[src/rtl/abg_pkg.sv]
// Shared types, constants and helpers for the adaptive bitrate governor.
`default_nettype none

package abg_pkg;

	localparam int RATE_W   = 20;
	localparam int CNT_W    = 8;
	localparam int CD_W     = 4;
	localparam int RATIO_W  = 14;
	localparam int CPU_W    = 10;

	// Candidate rate datapath widths.
	localparam int PROD_W   = 27;
	localparam int DIVN_W   = 24;
	localparam int RECIP_W  = 25;
	localparam int MUL_W    = DIVN_W + RECIP_W;
	localparam int DIV_SH   = 34;
	localparam int QUO_W    = MUL_W - DIV_SH;
	localparam int CAND_W   = 21;

	// floor(n / 625) == (n * RECIP) >> 34 for every n below 2**24.
	localparam logic [RECIP_W-1:0] RECIP = 25'd27487791;

	localparam logic [PROD_W-1:0] FACT_SEVERE = 27'd78;
	localparam logic [PROD_W-1:0] FACT_PRESS  = 27'd85;
	localparam logic [PROD_W-1:0] FACT_RAISE  = 27'd106;
	localparam logic [PROD_W-1:0] CEIL_BIAS   = 27'd4999;
	localparam logic [CAND_W-1:0] RATE_STEP   = 21'd50;

	localparam logic [RATE_W-1:0] RATE_FLOOR    = 20'd1000;
	localparam logic [RATE_W-1:0] MAX_RESET     = 20'd6000;
	localparam logic [RATE_W-1:0] MIN_RESET     = 20'd1000;

	localparam logic [CPU_W-1:0]   CPU_LIMIT    = 10'd850;
	localparam logic [RATIO_W-1:0] MEM_LIMIT    = 14'd9200;
	localparam logic [RATIO_W-1:0] RUT_LIMIT    = 14'd9000;
	localparam logic [RATIO_W-1:0] LAG_LIMIT    = 14'd200;
	localparam logic [RATIO_W-1:0] CONG_SEVERE  = 14'd3500;
	localparam logic [RATIO_W-1:0] CONG_PRESS   = 14'd1500;
	localparam logic [RATIO_W-1:0] CONG_GOOD    = 14'd500;
	localparam logic [RATIO_W-1:0] DROP_SEVERE  = 14'd200;
	localparam logic [RATIO_W-1:0] DROP_PRESS   = 14'd50;
	localparam logic [RATIO_W-1:0] DROP_GOOD    = 14'd10;

	localparam logic [CNT_W-1:0] CNT_MAX        = 8'd255;
	localparam logic [CNT_W-1:0] HOST_LOAD_TRIP = 8'd3;
	localparam logic [CNT_W-1:0] HOST_GOOD_TRIP = 8'd15;
	localparam logic [CNT_W-1:0] NET_SEV_TRIP   = 8'd2;
	localparam logic [CNT_W-1:0] NET_LOAD_TRIP  = 8'd3;
	localparam logic [CNT_W-1:0] NET_GOOD_TRIP  = 8'd25;

	localparam logic [CD_W-1:0] CD_DECREASE = 4'd8;
	localparam logic [CD_W-1:0] CD_INCREASE = 4'd10;
	localparam logic [CD_W-1:0] CD_LIMIT    = 4'd10;

	typedef enum logic [0:0] {
		REG_MAX_BITRATE = 1'b0,
		REG_MIN_BITRATE = 1'b1
	} reg_index_t;

	// Input sample, last field in the lowest bits.
	typedef struct packed {
		logic               pad;
		logic [RATIO_W-1:0] drop_ratio;
		logic [RATIO_W-1:0] congestion;
		logic               is_streaming;
		logic [RATIO_W-1:0] encode_lag;
		logic [RATIO_W-1:0] render_lag;
		logic [RATIO_W-1:0] render_utilization;
		logic [RATIO_W-1:0] memory_pressure;
		logic [CPU_W-1:0]   cpu_load;
	} sample_t;

	// Result item, last field in the lowest bits.
	typedef struct packed {
		logic              severe_network;
		logic              constrained_changed;
		logic              constrained;
		logic              bitrate_changed;
		logic [RATE_W-1:0] bitrate;
	} result_t;

	function automatic logic [CNT_W-1:0] sat_inc(input logic [CNT_W-1:0] c);
		return (c == CNT_MAX) ? CNT_MAX : c + 8'd1;
	endfunction

endpackage

`default_nettype wire

[src/rtl/adaptive_bitrate_governor.sv]
// Adaptive bitrate governor: host-load hysteresis and network-driven bitrate control.
// A sample passes through the input register and then the result register.
// Throughput: one sample per cycle while the result stream does not stall; a streaming
// sample waits after reset or a limit register write, while the 3-stage candidate-rate
// pipeline refills (rate times factor, reciprocal multiply, times 50).
// Reset (arst_n low, asynchronous) loads limits 6000/1000 kbps, rate 6000, clears the
// counters, cooldown and the constrained flag, and empties both stream registers.
`default_nettype none

module adaptive_bitrate_governor (
	input  wire logic        clk,
	input  wire logic        arst_n,
	// Input stream. tdata fields from bit 0 up: cpu_load, memory_pressure,
	// render_utilization, render_lag, encode_lag, is_streaming, congestion,
	// drop_ratio, one zero pad bit.
	input  wire logic        s_axis_tvalid,
	output logic             s_axis_tready,
	input  wire logic [95:0] s_axis_tdata,
	// Result stream. tdata fields from bit 0 up: bitrate, bitrate_changed,
	// constrained, constrained_changed, severe_network.
	output logic             m_axis_tvalid,
	input  wire logic        m_axis_tready,
	output logic [23:0]      m_axis_tdata,
	// Limit register write port.
	input  wire logic        cfg_wr_en,
	input  wire logic [0:0]  cfg_index,
	input  wire logic [19:0] cfg_wdata
);

	localparam int RW = abg_pkg::RATE_W;
	localparam int CW = abg_pkg::CNT_W;

	// Limit registers and the effective limits derived from them at write time.
	logic [RW-1:0] max_q, min_q, eff_hi_q, eff_lo_q;
	logic [RW-1:0] new_max, new_min, new_hi, new_lo_raw, new_lo;
	logic          cfg_hit;

	// Governor state.
	logic [RW-1:0]               rate_q;
	logic                        constrained_q;
	logic [CW-1:0]               host_load_q, host_good_q, net_load_q, net_good_q;
	logic [abg_pkg::CD_W-1:0]    cooldown_q;

	// Stream registers.
	logic             in_valid_s1;
	abg_pkg::sample_t in_data_s1;
	logic             out_valid_q;
	abg_pkg::result_t out_data_q;

	// Candidate-rate pipeline, recomputed from rate_q whenever it changes.
	logic [abg_pkg::PROD_W-1:0] p_sev, p_prs, p_rse;
	logic [abg_pkg::DIVN_W-1:0] n_sev_s1, n_prs_s1, n_rse_s1;
	logic [abg_pkg::MUL_W-1:0]  m_sev, m_prs, m_rse;
	logic [abg_pkg::QUO_W-1:0]  q_sev_s2, q_prs_s2, q_rse_s2;
	logic [abg_pkg::CAND_W-1:0] c_sev, c_prs, c_rse;
	logic [RW-1:0]              cand_sev_s3, cand_prs_s3;
	logic [abg_pkg::CAND_W-1:0] cand_rse_s3;
	logic [1:0]                 cand_age_q;
	logic                       cand_ok;

	// Next-state values for one sample.
	logic                     fire, stall;
	logic                     host_p, severe, press, good;
	logic [CW-1:0]            host_load_n, host_good_n, net_load_n, net_good_n;
	logic                     constrained_n, mode_chg;
	logic [abg_pkg::CD_W-1:0] cd_dec, cooldown_n;
	logic [RW-1:0]            rate_n, dec_cand, dec_nx, inc_nx;
	logic                     rate_chg;
	logic [CW-1:0]            load_trip;
	abg_pkg::result_t         result;

	// ---------------------------------------------------------------------
	// Configuration: the write computes the new effective limits directly, so
	// the reload of the rate can use them in the same edge.
	// ---------------------------------------------------------------------
	always_comb begin
		cfg_hit = 1'b0;
		new_max = max_q;
		new_min = min_q;
		case (abg_pkg::reg_index_t'(cfg_index))
			abg_pkg::REG_MAX_BITRATE: begin
				cfg_hit = cfg_wr_en;
				new_max = cfg_wdata;
			end
			abg_pkg::REG_MIN_BITRATE: begin
				cfg_hit = cfg_wr_en;
				new_min = cfg_wdata;
			end
			default: begin
				cfg_hit = 1'b0;
			end
		endcase
		new_hi     = (new_max < abg_pkg::RATE_FLOOR) ? abg_pkg::RATE_FLOOR : new_max;
		new_lo_raw = (new_min < abg_pkg::RATE_FLOOR) ? abg_pkg::RATE_FLOOR : new_min;
		new_lo     = (new_lo_raw > new_hi) ? new_hi : new_lo_raw;
	end

	// ---------------------------------------------------------------------
	// Candidate rates. Each candidate is floor(rate * F / 5000) * 50 for a
	// decrease and ceil(rate * 106 / 5000) * 50 for an increase. The division
	// by 5000 drops three low bits and then divides by 625 through an exact
	// reciprocal multiply. The pipeline is three stages deep; cand_age_q
	// counts the cycles since rate_q last moved. A rate change always starts
	// a cooldown of at least 8 samples, so only reset or a limit write can
	// make a sample wait for the candidates.
	// ---------------------------------------------------------------------
	assign p_sev = abg_pkg::PROD_W'(rate_q) * abg_pkg::FACT_SEVERE;
	assign p_prs = abg_pkg::PROD_W'(rate_q) * abg_pkg::FACT_PRESS;
	assign p_rse = abg_pkg::PROD_W'(rate_q) * abg_pkg::FACT_RAISE + abg_pkg::CEIL_BIAS;

	assign m_sev = abg_pkg::MUL_W'(n_sev_s1) * abg_pkg::MUL_W'(abg_pkg::RECIP);
	assign m_prs = abg_pkg::MUL_W'(n_prs_s1) * abg_pkg::MUL_W'(abg_pkg::RECIP);
	assign m_rse = abg_pkg::MUL_W'(n_rse_s1) * abg_pkg::MUL_W'(abg_pkg::RECIP);

	assign c_sev = abg_pkg::CAND_W'(q_sev_s2) * abg_pkg::RATE_STEP;
	assign c_prs = abg_pkg::CAND_W'(q_prs_s2) * abg_pkg::RATE_STEP;
	assign c_rse = abg_pkg::CAND_W'(q_rse_s2) * abg_pkg::RATE_STEP;

	always_ff @(posedge clk) begin
		n_sev_s1    <= p_sev[abg_pkg::PROD_W-1:3];
		n_prs_s1    <= p_prs[abg_pkg::PROD_W-1:3];
		n_rse_s1    <= p_rse[abg_pkg::PROD_W-1:3];
		q_sev_s2    <= m_sev[abg_pkg::MUL_W-1:abg_pkg::DIV_SH];
		q_prs_s2    <= m_prs[abg_pkg::MUL_W-1:abg_pkg::DIV_SH];
		q_rse_s2    <= m_rse[abg_pkg::MUL_W-1:abg_pkg::DIV_SH];
		// Decrease candidates are below the rate, so they fit the rate width.
		cand_sev_s3 <= c_sev[RW-1:0];
		cand_prs_s3 <= c_prs[RW-1:0];
		cand_rse_s3 <= c_rse;
	end

	assign cand_ok = (cand_age_q == 2'd3);

	// ---------------------------------------------------------------------
	// Per-sample decision logic, between the input register and the result
	// register.
	// ---------------------------------------------------------------------
	always_comb begin
		host_p = (in_data_s1.cpu_load >= abg_pkg::CPU_LIMIT)
			|| (in_data_s1.memory_pressure >= abg_pkg::MEM_LIMIT)
			|| (in_data_s1.render_utilization >= abg_pkg::RUT_LIMIT)
			|| (in_data_s1.render_lag >= abg_pkg::LAG_LIMIT)
			|| (in_data_s1.encode_lag >= abg_pkg::LAG_LIMIT);

		host_load_n = host_p ? abg_pkg::sat_inc(host_load_q) : '0;
		host_good_n = host_p ? '0 : abg_pkg::sat_inc(host_good_q);

		constrained_n = constrained_q;
		mode_chg      = 1'b0;
		if (!constrained_q && host_load_n >= abg_pkg::HOST_LOAD_TRIP) begin
			constrained_n = 1'b1;
			mode_chg      = 1'b1;
		end else if (constrained_q && host_good_n >= abg_pkg::HOST_GOOD_TRIP) begin
			constrained_n = 1'b0;
			mode_chg      = 1'b1;
		end

		severe = (in_data_s1.congestion >= abg_pkg::CONG_SEVERE)
			|| (in_data_s1.drop_ratio >= abg_pkg::DROP_SEVERE);
		press  = severe || (in_data_s1.congestion >= abg_pkg::CONG_PRESS)
			|| (in_data_s1.drop_ratio >= abg_pkg::DROP_PRESS);
		good   = (in_data_s1.congestion < abg_pkg::CONG_GOOD)
			&& (in_data_s1.drop_ratio < abg_pkg::DROP_GOOD);

		cd_dec    = (cooldown_q != '0) ? cooldown_q - 4'd1 : '0;
		load_trip = severe ? abg_pkg::NET_SEV_TRIP : abg_pkg::NET_LOAD_TRIP;
		dec_cand  = severe ? cand_sev_s3 : cand_prs_s3;
		dec_nx    = (dec_cand < eff_lo_q) ? eff_lo_q : dec_cand;
		inc_nx    = (cand_rse_s3 > abg_pkg::CAND_W'(eff_hi_q)) ? eff_hi_q
			: cand_rse_s3[RW-1:0];

		rate_n     = rate_q;
		rate_chg   = 1'b0;
		cooldown_n = cooldown_q;
		net_load_n = '0;
		net_good_n = '0;

		if (in_data_s1.is_streaming) begin
			cooldown_n = cd_dec;
			if (press) begin
				net_load_n = abg_pkg::sat_inc(net_load_q);
			end else if (good) begin
				net_good_n = abg_pkg::sat_inc(net_good_q);
			end else begin
				net_load_n = (net_load_q != '0) ? net_load_q - 8'd1 : '0;
			end

			if (cd_dec == '0 && net_load_n >= load_trip && rate_q > eff_lo_q) begin
				if (dec_nx < rate_q) begin
					rate_n     = dec_nx;
					rate_chg   = 1'b1;
					cooldown_n = abg_pkg::CD_DECREASE;
				end
				net_load_n = '0;
			end else if (cd_dec == '0 && net_good_n >= abg_pkg::NET_GOOD_TRIP
					&& rate_q < eff_hi_q) begin
				if (inc_nx > rate_q) begin
					rate_n     = inc_nx;
					rate_chg   = 1'b1;
					cooldown_n = abg_pkg::CD_INCREASE;
				end
				net_good_n = '0;
			end
		end

		result.bitrate             = rate_n;
		result.bitrate_changed     = rate_chg;
		result.constrained         = constrained_n;
		result.constrained_changed = mode_chg;
		result.severe_network      = in_data_s1.is_streaming & severe;
	end

	// A streaming sample that may reach a rate decision needs settled
	// candidates; that is only possible when the cooldown runs out now.
	assign stall = in_data_s1.is_streaming && (cd_dec == '0) && !cand_ok;

	// ---------------------------------------------------------------------
	// Handshake: the input register takes a new transaction when it is empty
	// or when its sample moves on to the result register in the same cycle.
	// ---------------------------------------------------------------------
	assign fire          = in_valid_s1 && (!out_valid_q || m_axis_tready) && !stall;
	assign s_axis_tready = !in_valid_s1 || fire;
	assign m_axis_tvalid = out_valid_q;
	assign m_axis_tdata  = out_data_q;

	always_ff @(posedge clk or negedge arst_n) begin
		if (!arst_n) begin
			in_valid_s1 <= 1'b0;
			out_valid_q <= 1'b0;
		end else begin
			if (s_axis_tready) begin
				in_valid_s1 <= s_axis_tvalid;
			end
			if (fire) begin
				out_valid_q <= 1'b1;
			end else if (m_axis_tready) begin
				out_valid_q <= 1'b0;
			end
		end
	end

	always_ff @(posedge clk) begin
		if (s_axis_tvalid && s_axis_tready) begin
			in_data_s1 <= abg_pkg::sample_t'(s_axis_tdata);
		end
		if (fire) begin
			out_data_q <= result;
		end
	end

	// ---------------------------------------------------------------------
	// State registers. A limit write reloads the rate from the effective
	// maximum and clears the counters and cooldown; the flag is kept.
	// ---------------------------------------------------------------------
	always_ff @(posedge clk or negedge arst_n) begin
		if (!arst_n) begin
			max_q         <= abg_pkg::MAX_RESET;
			min_q         <= abg_pkg::MIN_RESET;
			eff_hi_q      <= abg_pkg::MAX_RESET;
			eff_lo_q      <= abg_pkg::MIN_RESET;
			rate_q        <= abg_pkg::MAX_RESET;
			constrained_q <= 1'b0;
			host_load_q   <= '0;
			host_good_q   <= '0;
			net_load_q    <= '0;
			net_good_q    <= '0;
			cooldown_q    <= '0;
			cand_age_q    <= '0;
		end else if (cfg_hit) begin
			max_q       <= new_max;
			min_q       <= new_min;
			eff_hi_q    <= new_hi;
			eff_lo_q    <= new_lo;
			rate_q      <= new_hi;
			host_load_q <= '0;
			host_good_q <= '0;
			net_load_q  <= '0;
			net_good_q  <= '0;
			cooldown_q  <= '0;
			cand_age_q  <= '0;
		end else begin
			if (fire) begin
				rate_q        <= rate_n;
				constrained_q <= constrained_n;
				host_load_q   <= host_load_n;
				host_good_q   <= host_good_n;
				net_load_q    <= net_load_n;
				net_good_q    <= net_good_n;
				cooldown_q    <= cooldown_n;
			end
			if (fire && rate_chg) begin
				cand_age_q <= '0;
			end else if (!cand_ok) begin
				cand_age_q <= cand_age_q + 2'd1;
			end
		end
	end

`ifndef NO_ASSERTIONS
	// The bitrate never leaves the effective limits.
	a_rate_in_limits: assert property (@(posedge clk) disable iff (!arst_n)
		(rate_q >= eff_lo_q) && (rate_q <= eff_hi_q))
		else $error("bitrate outside effective limits");

	// The cooldown never exceeds the longest one that is loaded.
	a_cooldown_bound: assert property (@(posedge clk) disable iff (!arst_n)
		cooldown_q <= abg_pkg::CD_LIMIT)
		else $error("cooldown out of range");

	// A rate step is only taken from settled candidates.
	a_rate_step_settled: assert property (@(posedge clk) disable iff (!arst_n)
		(fire && rate_chg) |-> cand_ok)
		else $error("rate step from unsettled candidates");

	// With both registers full and the output stalled, no transaction is taken.
	a_full_blocks: assert property (@(posedge clk) disable iff (!arst_n)
		(in_valid_s1 && out_valid_q && !m_axis_tready) |-> !s_axis_tready)
		else $error("input taken while pipeline is full");

	// A rate step starts a cooldown long enough to cover the candidate refill.
	a_step_cooldown: assert property (@(posedge clk) disable iff (!arst_n)
		(fire && rate_chg && !cfg_hit) |=> (cooldown_q >= abg_pkg::CD_DECREASE))
		else $error("rate step without cooldown");
`endif

endmodule

`default_nettype wire
[config.mk]
export PLATFORM = sky130hd
export DESIGN_NAME = adaptive_bitrate_governor
export DESIGN_NICKNAME = d
export VERILOG_FILES = /design/src/rtl/abg_pkg.sv /design/src/rtl/adaptive_bitrate_governor.sv
export SDC_FILE = /design/constraint.sdc
export NUM_CORES = 2
export LEC_CHECK = 0
export BUFFER_PORTS_ARGS = -buffer_cell sky130_fd_sc_hd__buf_2
export CORE_UTILIZATION = 43
export CTS_CLUSTER_DIAMETER = 150
export DETAILED_ROUTE_END_ITERATION = 10
export PLACE_DENSITY_LB_ADDON = 0.05
export SETUP_SLACK_MARGIN = 0.02
export SYNTH_ARGS = -nofsm -noshare
export SYNTH_HDL_FRONTEND = slang
export SYNTH_SLANG_ARGS = --single-unit
[constraint.sdc]
create_clock -name clk -period 19.55 [get_ports clk]
set_input_delay 2.9325 -clock clk [delete_from_list [all_inputs] [get_ports clk]]
set_output_delay 2.9325 -clock clk [all_outputs]
set_load 0.05 [all_outputs]
# After elaboration in Yosys (flattened, before gate mapping)
# Index checks and enable logic that the tools add are counted.
[word_totals]
regBits = 435
input_bits = 122
elab_cells = 183
[classes]
magnitude_cmp = 24
add_sub_neg = 8
eq_ne = 6
n_bitwise = 2
reduce_logical = 35
mul = 9
mux = 63
[ops]
columns = ["op", "n"]
rows = [
  ["$mux W20", 15],
  ["$mux W8", 26],
  ["$mul A24 B25 Y49 const B", 3],
  ["$gt A20 B20 Y1", 3],
  ["$lt A20 B20 Y1", 3],
  ["$mul A20 B6 Y26 const B", 2],
  ["$ge A14 B8 Y1 const B", 3],
  ["$lt A20 B10 Y1 const B", 2],
  ["$mul A15 B5 Y19 const B", 2],
  ["$add A8 B1 Y8 const B", 4],
  ["$eq A8 B8 Y1 const B", 4],
  ["$mux W4", 8],
  ["$ge A14 B14 Y1 const B", 2],
  ["$add A27 B13 Y27 const B", 1],
  ["$mul A20 B7 Y27 const B", 1],
  ["$gt A21 B20 Y1", 1],
  ["$mul A15 B5 Y20 const B", 1],
  ["$ge A14 B11 Y1 const B", 1],
  ["$ge A14 B12 Y1 const B", 1],
  ["$ge A14 B6 Y1 const B", 1],
  ["$lt A14 B4 Y1 const B", 1],
  ["$lt A14 B9 Y1 const B", 1],
  ["$logic_and A1 B1 Y1", 13],
  ["$mux W1", 11],
  ["20 further kinds", 37],
]

# Logic depth before layout (Yosys ltp)
[logic_depth]
ltp_word = 15
mapped_depth = 31
depth_no_buf = 26

# Worst setup path before layout
# Ideal clock, no wire load.
[synth_timing]
kind = "in2reg"
start = "input cfg_index"
end = "register eff_lo_q[7]"
path_stages = 21
t_arrival_ns = 7.032
path_slack_ns = 12.440
setup_ns = 0.078
required_ns = 19.472
path_cell_list = "buf_2 -> buf_2 -> mux2i_1 -> nand4_1 -> or4_1 -> buf_1 -> nor2_1 -> nor2_1 -> ha_1 -> a21o_1 -> a21o_1 -> a21o_1 -> a21o_1 -> a21o_1 -> a211oi_1 -> o211a_1 -> buf_2 -> nor2_1 -> clkbuf_1 -> or2_0 -> a31o_2"
[synth_between]
elab_chain_cells = 5
[synth_lines]
columns = ["element", "line", "text"]
rows = [
  ["start, declared", "adaptive_bitrate_governor.sv:26", "input wire logic [0:0] cfg_index,"],
  ["$mux W20", "adaptive_bitrate_governor.sv:80", "case (abg_pkg::reg_index_t'(cfg_index))"],
  ["$lt A20 B10 Y1 (on tied branches)", "adaptive_bitrate_governor.sv:94, adaptive_bitrate_governor.sv:93", ""],
  ["$mux W20 (on tied branches)", "adaptive_bitrate_governor.sv:94, adaptive_bitrate_governor.sv:93", ""],
  ["$gt A20 B20 Y1", "adaptive_bitrate_governor.sv:95", "new_lo = (new_lo_raw > new_hi) ? new_hi : new_lo_raw;"],
  ["$mux W20 *", "adaptive_bitrate_governor.sv:95", ""],
  ["end signal, assigned", "adaptive_bitrate_governor.sv:260", "eff_lo_q <= abg_pkg::MIN_RESET;"],
  ["end signal, assigned", "adaptive_bitrate_governor.sv:273", "eff_lo_q <= new_lo;"],
  ["end, declared", "adaptive_bitrate_governor.sv:34", "logic [RW-1:0] max_q, min_q, eff_hi_q, eff_lo_q;"],
]
# Every way passes the cells marked *; elsewhere a longest branch is shown, timed or not.
# A chain may end at the register's enable or synchronous reset.

# Worst setup path after layout
[layout_timing]
start = "register in_data_s1[79] (netlist bit)"
end = "register rate_q[18]"
[layout_between]
elab_chain_cells = 14
[layout_lines]
columns = ["element", "line", "text"]
rows = [
  ["start, declared", "adaptive_bitrate_governor.sv:46", "abg_pkg::sample_t in_data_s1;"],
  ["start signal, assigned", "adaptive_bitrate_governor.sv:244", "in_data_s1 <= abg_pkg::sample_t'(s_axis_tdata);"],
  ["parallel branches: the longest is 10 deep, another holds $lt A20 B20 Y1", "--", ""],
  ["$mux W20 *", "adaptive_bitrate_governor.sv:188", "if (cd_dec == '0 && net_load_n >= load_trip && rate_q > eff_lo_q) begin"],
  ["$mux W20 *", "adaptive_bitrate_governor.sv:178", "if (in_data_s1.is_streaming) begin"],
  ["$mux W20 *", "adaptive_bitrate_governor.sv:282", "if (fire) begin"],
  ["$mux W20 *", "adaptive_bitrate_governor.sv:269", "end else if (cfg_hit) begin"],
  ["end signal, assigned", "adaptive_bitrate_governor.sv:261", "rate_q <= abg_pkg::MAX_RESET;"],
  ["end signal, assigned", "adaptive_bitrate_governor.sv:274", "rate_q <= new_hi;"],
  ["end signal, assigned", "adaptive_bitrate_governor.sv:283", "rate_q <= rate_n;"],
  ["end, declared", "adaptive_bitrate_governor.sv:39", "logic [RW-1:0] rate_q;"],
]
# Mark *: on every way between the ends. The select of a mux whose other input is x is not followed.

==> results.tsv <==
stage	metric	value	unit
status	status	finished clean	
yosys	post-synth top area share	0.2797	
grt	antenna violations before repair	10	
route	met3 WL post-DR	6480	microns
critical_path	critical path fanouts, max	21	
yosys	#FFs+latches synth	418	
route	number of nets still failing antenna checks after routing	0	
grt	vias in the first global route	44860	
cts	Clock transition at path regs	0.06	ns
floorplan	die span in y	380.8	microns
yosys	cell taking the most area after synthesis	fa_1	
floorplan	overall die width	380.8	microns
critical_path	startpoint types	flop	
cts	Root Buffer	clkbuf_16	
floorplan	row count	138	
cts	CTS tree	done	
critical_path	CP dominant cell by count	a21oi_1	
cts	Longest Clk Path Bufs	3	
route	DR top layer	met5	
yosys	syn_nets	8416	
final_layout	share of post-route cells with drive strength above 1	0.05943	
place	Post-DP Area	64640	sq um
route	DR WL/cell	19.66	microns
critical_path	Crit-path slowest cell	o31a_1	
cts	PostCTS Resize Cnt	0	
yosys	most common cell in the netlist	inv_1	
route	Avg Vias per Cell	5.093	
yosys	sequential-to-total area share from yosys stat	0.1643	
yosys	Post-Synthesis Cells	6245	
cts	clk_lat worst skew	0.66	ns
cts	cts bufs inserted	51	
route	drt first-iter violations	2311	
yosys	number of synthesized flops with an enable pin	102	
final_layout	post-route design area	66430	sq um
yosys	syn avg cell area	9.880	sq um
timing	Max Slew Vio Count	0	
route	DR pass1 iterations	8	
yosys	Synth area leaders	fa_1 (28%), ha_1 (24%), inv_1 (10%)	
route	Routed met1 length	77880	microns
yosys	Synth top cells by count	inv_1 (1,696), ha_1 (1,187), fa_1 (862)	
yosys	cell area after synthesis	61700	sq um
grt	largest net degree at the start of global routing	79	
place	routability cong.	0.9068	
yosys	Synth cell types	98	
cts	CTS sink count	418	
timing	Max Clk Rate	120.1	MHz
critical_path	Worst setup EP type	flop	
cts	CTS H-tree depth	2	
critical_path	Critical Path AT	8.83	ns
floorplan	Ports	148	
timing	Setup TNS	0	ns
yosys	ys flop type	dfxtp_1	
route	DRC	0	
timing	clock period minus final worst setup slack	8.330	ns
route	final wirelength	163600	microns
floorplan	Die ar.	145000	sq um
critical_path	crit-path max cell delay	0.77	ns
grt	first-pass GRT wire length	260700	microns
floorplan	Core ar.	141900	sq um
grt	GR Overflow Total	0	
timing	actual slew at the worst max-slew pin	1.160	ns
route	via count	42380	
timing	final period utilization	0.4261	
cts	Hold Buf Count CTS	0	
critical_path	critical path class	reg -> reg	
grt	gr usage total	0.2327	
timing	Final Hold Viols	0	
place	dpl cells	8222	
yosys	fraction of registers with async set/reset	0.3373	
timing	RSZ-0062 raised after global routing	false	
job	max-cap violation count	0	
min_path	Hold Crit Class	reg -> reg	
cts	Post-CTS Setup Inserts	0	
yosys	Yosys warning count	0	
timing	worst rel slew slack	0.2241	
timing	clock skew	0.04390	ns
final_layout	end-of-flow core utilization	0.4680	
floorplan	Initial Utilization	0.4347	
final_layout	Non-Filler Instances	8321	
place	DP Wirelength	141100	microns
timing	Setup Viol. Count Final	0	
route	met2 WL post-DR	75600	microns
final_layout	area growth from synthesis to layout	7.657	%
final_layout	final net count	8556	
critical_path	CP Data Required Time	20.05	ns
place	PortBufs	129	
-- metrics by stage --
stage,hold slack [ns],worst slack [ns]
6_report,0.3949,11.22
5_1_grt,0.4088,10.79
4_1_cts,0.4015,11.43
3_5_place_dp,0.3828,11.05
3_3_place_gp,0.3746,11.07
2_1_floorplan,0.3582,12.44
-- state kept, by name (all words and copies together), names as in the netlist, 19 cells and up --
| signal | flops |
|---|---|
| min_q | 20 |
| n_sev_s1 | 24 |
| eff_hi_q | 20 |
| max_q | 20 |
| eff_lo_q | 20 |
| m_axis_tdata | 24 |
| in_data_s1 | 78 |
| rate_q | 20 |
| n_rse_s1 | 24 |
| cand_rse_s3 | 20 |
| cand_sev_s3 | 19 |
| cand_prs_s3 | 19 |
| n_prs_s1 | 24 |
-- final timing paths --
check                                    startpoint                         to  slack [ns]  depth (start not counted)
max                        in_data_s1[79]$_DFFE_PP_     rate_q[18]$_DFFE_PN0P_       11.22                         26
min                             q_prs_s2[1]$_DFF_P_     cand_prs_s3[2]$_DFF_P_        0.39                          0
max reg2reg                in_data_s1[79]$_DFFE_PP_     rate_q[18]$_DFFE_PN0P_       11.22                         26
min reg2reg                     q_prs_s2[1]$_DFF_P_     cand_prs_s3[2]$_DFF_P_        0.39                          0
max in group asynchronous                    arst_n    eff_hi_q[1]$_DFFE_PN0P_       15.78                          2
min in group asynchronous                    arst_n  constrained_q$_DFFE_PN0P_        2.29                          1
-- critical path, delay by kind of cell, from the launching register on --
kind | cells | cell delay, ns
buffers and inverters | 3 | 0.80
adder cells (fa/ha/maj) | 2 | 0.60
AND/OR/NAND/NOR | 7 | 1.64
multiplexers | 2 | 0.96
AO/OA/AOI/OAI | 12 | 3.74
flip-flops | 1 | 0.42
-- final cells by class --
class | instances | area (sq um)
timing repair buffer | 157 | 864.6
antenna | 3 | 7.507
multi-input combinational | 4060 | 44910
sequential | 418 | 10140
inverter | 1697 | 6370
fill | 13740 | 75500
clock buffer | 76 | 1491
clock inverter | 20 | 286.5
tap | 1890 | 2365
-- kinds of logic (layout without fill, tap and decap cells) --
logic type	Yosys count	in the layout	synth area share
AOI/OAI and AO/OA	879	879	0.09295
xor gates and xnor gates	182	182	0.02583
adders and majority gates	2049	2049	0.5204
buffers and inverters	1767	1950	0.1084
DFF	418	418	0.1643
muxes	132	132	0.02265
other	0	3	0
and+or+nand+nor	818	818	0.06554
-- cell usage in the layout (no fill, tap or decap), types with 18 or more instances in the layout --
| cell type | count |
|---|---|
| buf_4 | 29 |
| a211oi_1 | 37 |
| a21oi_1 | 243 |
| o31ai_1 | 28 |
| dfxtp_1 | 175 |
| nand3_1 | 79 |
| mux2_2 | 61 |
| o21ai_0 | 153 |
| edfxtp_1 | 102 |
| xnor2_1 | 136 |
| o21bai_1 | 32 |
| a31oi_1 | 28 |
| fa_1 | 862 |
| mux2i_1 | 71 |
| inv_1 | 1696 |
| nand4_1 | 47 |
| a21boi_0 | 22 |
| a21o_1 | 112 |
| nor2b_1 | 39 |
| o21a_1 | 42 |
| nor3_1 | 96 |
| and3_1 | 31 |
| o21ai_1 | 30 |
| nand2b_1 | 30 |
| dfrtp_1 | 108 |
| xor2_1 | 46 |
| nand2_1 | 176 |
| dfstp_2 | 33 |
| clkbuf_16 | 52 |
| o211ai_1 | 21 |
| ha_1 | 1187 |
| nor2_1 | 213 |
| buf_2 | 127 |
| nor4_1 | 18 |
-- routing by layer --
metal / vias to the layer above / global-route usage
met5: - / 0
met4: 4 / 0.05303
met1: 21020 / 0.3282
li1: 20450 / -
met3: 173 / 0.02528
met2: 729 / 0.3826
Power is not shown: default switching activity piles up to over one toggle a cycle in this logic, so the estimate is an artifact.
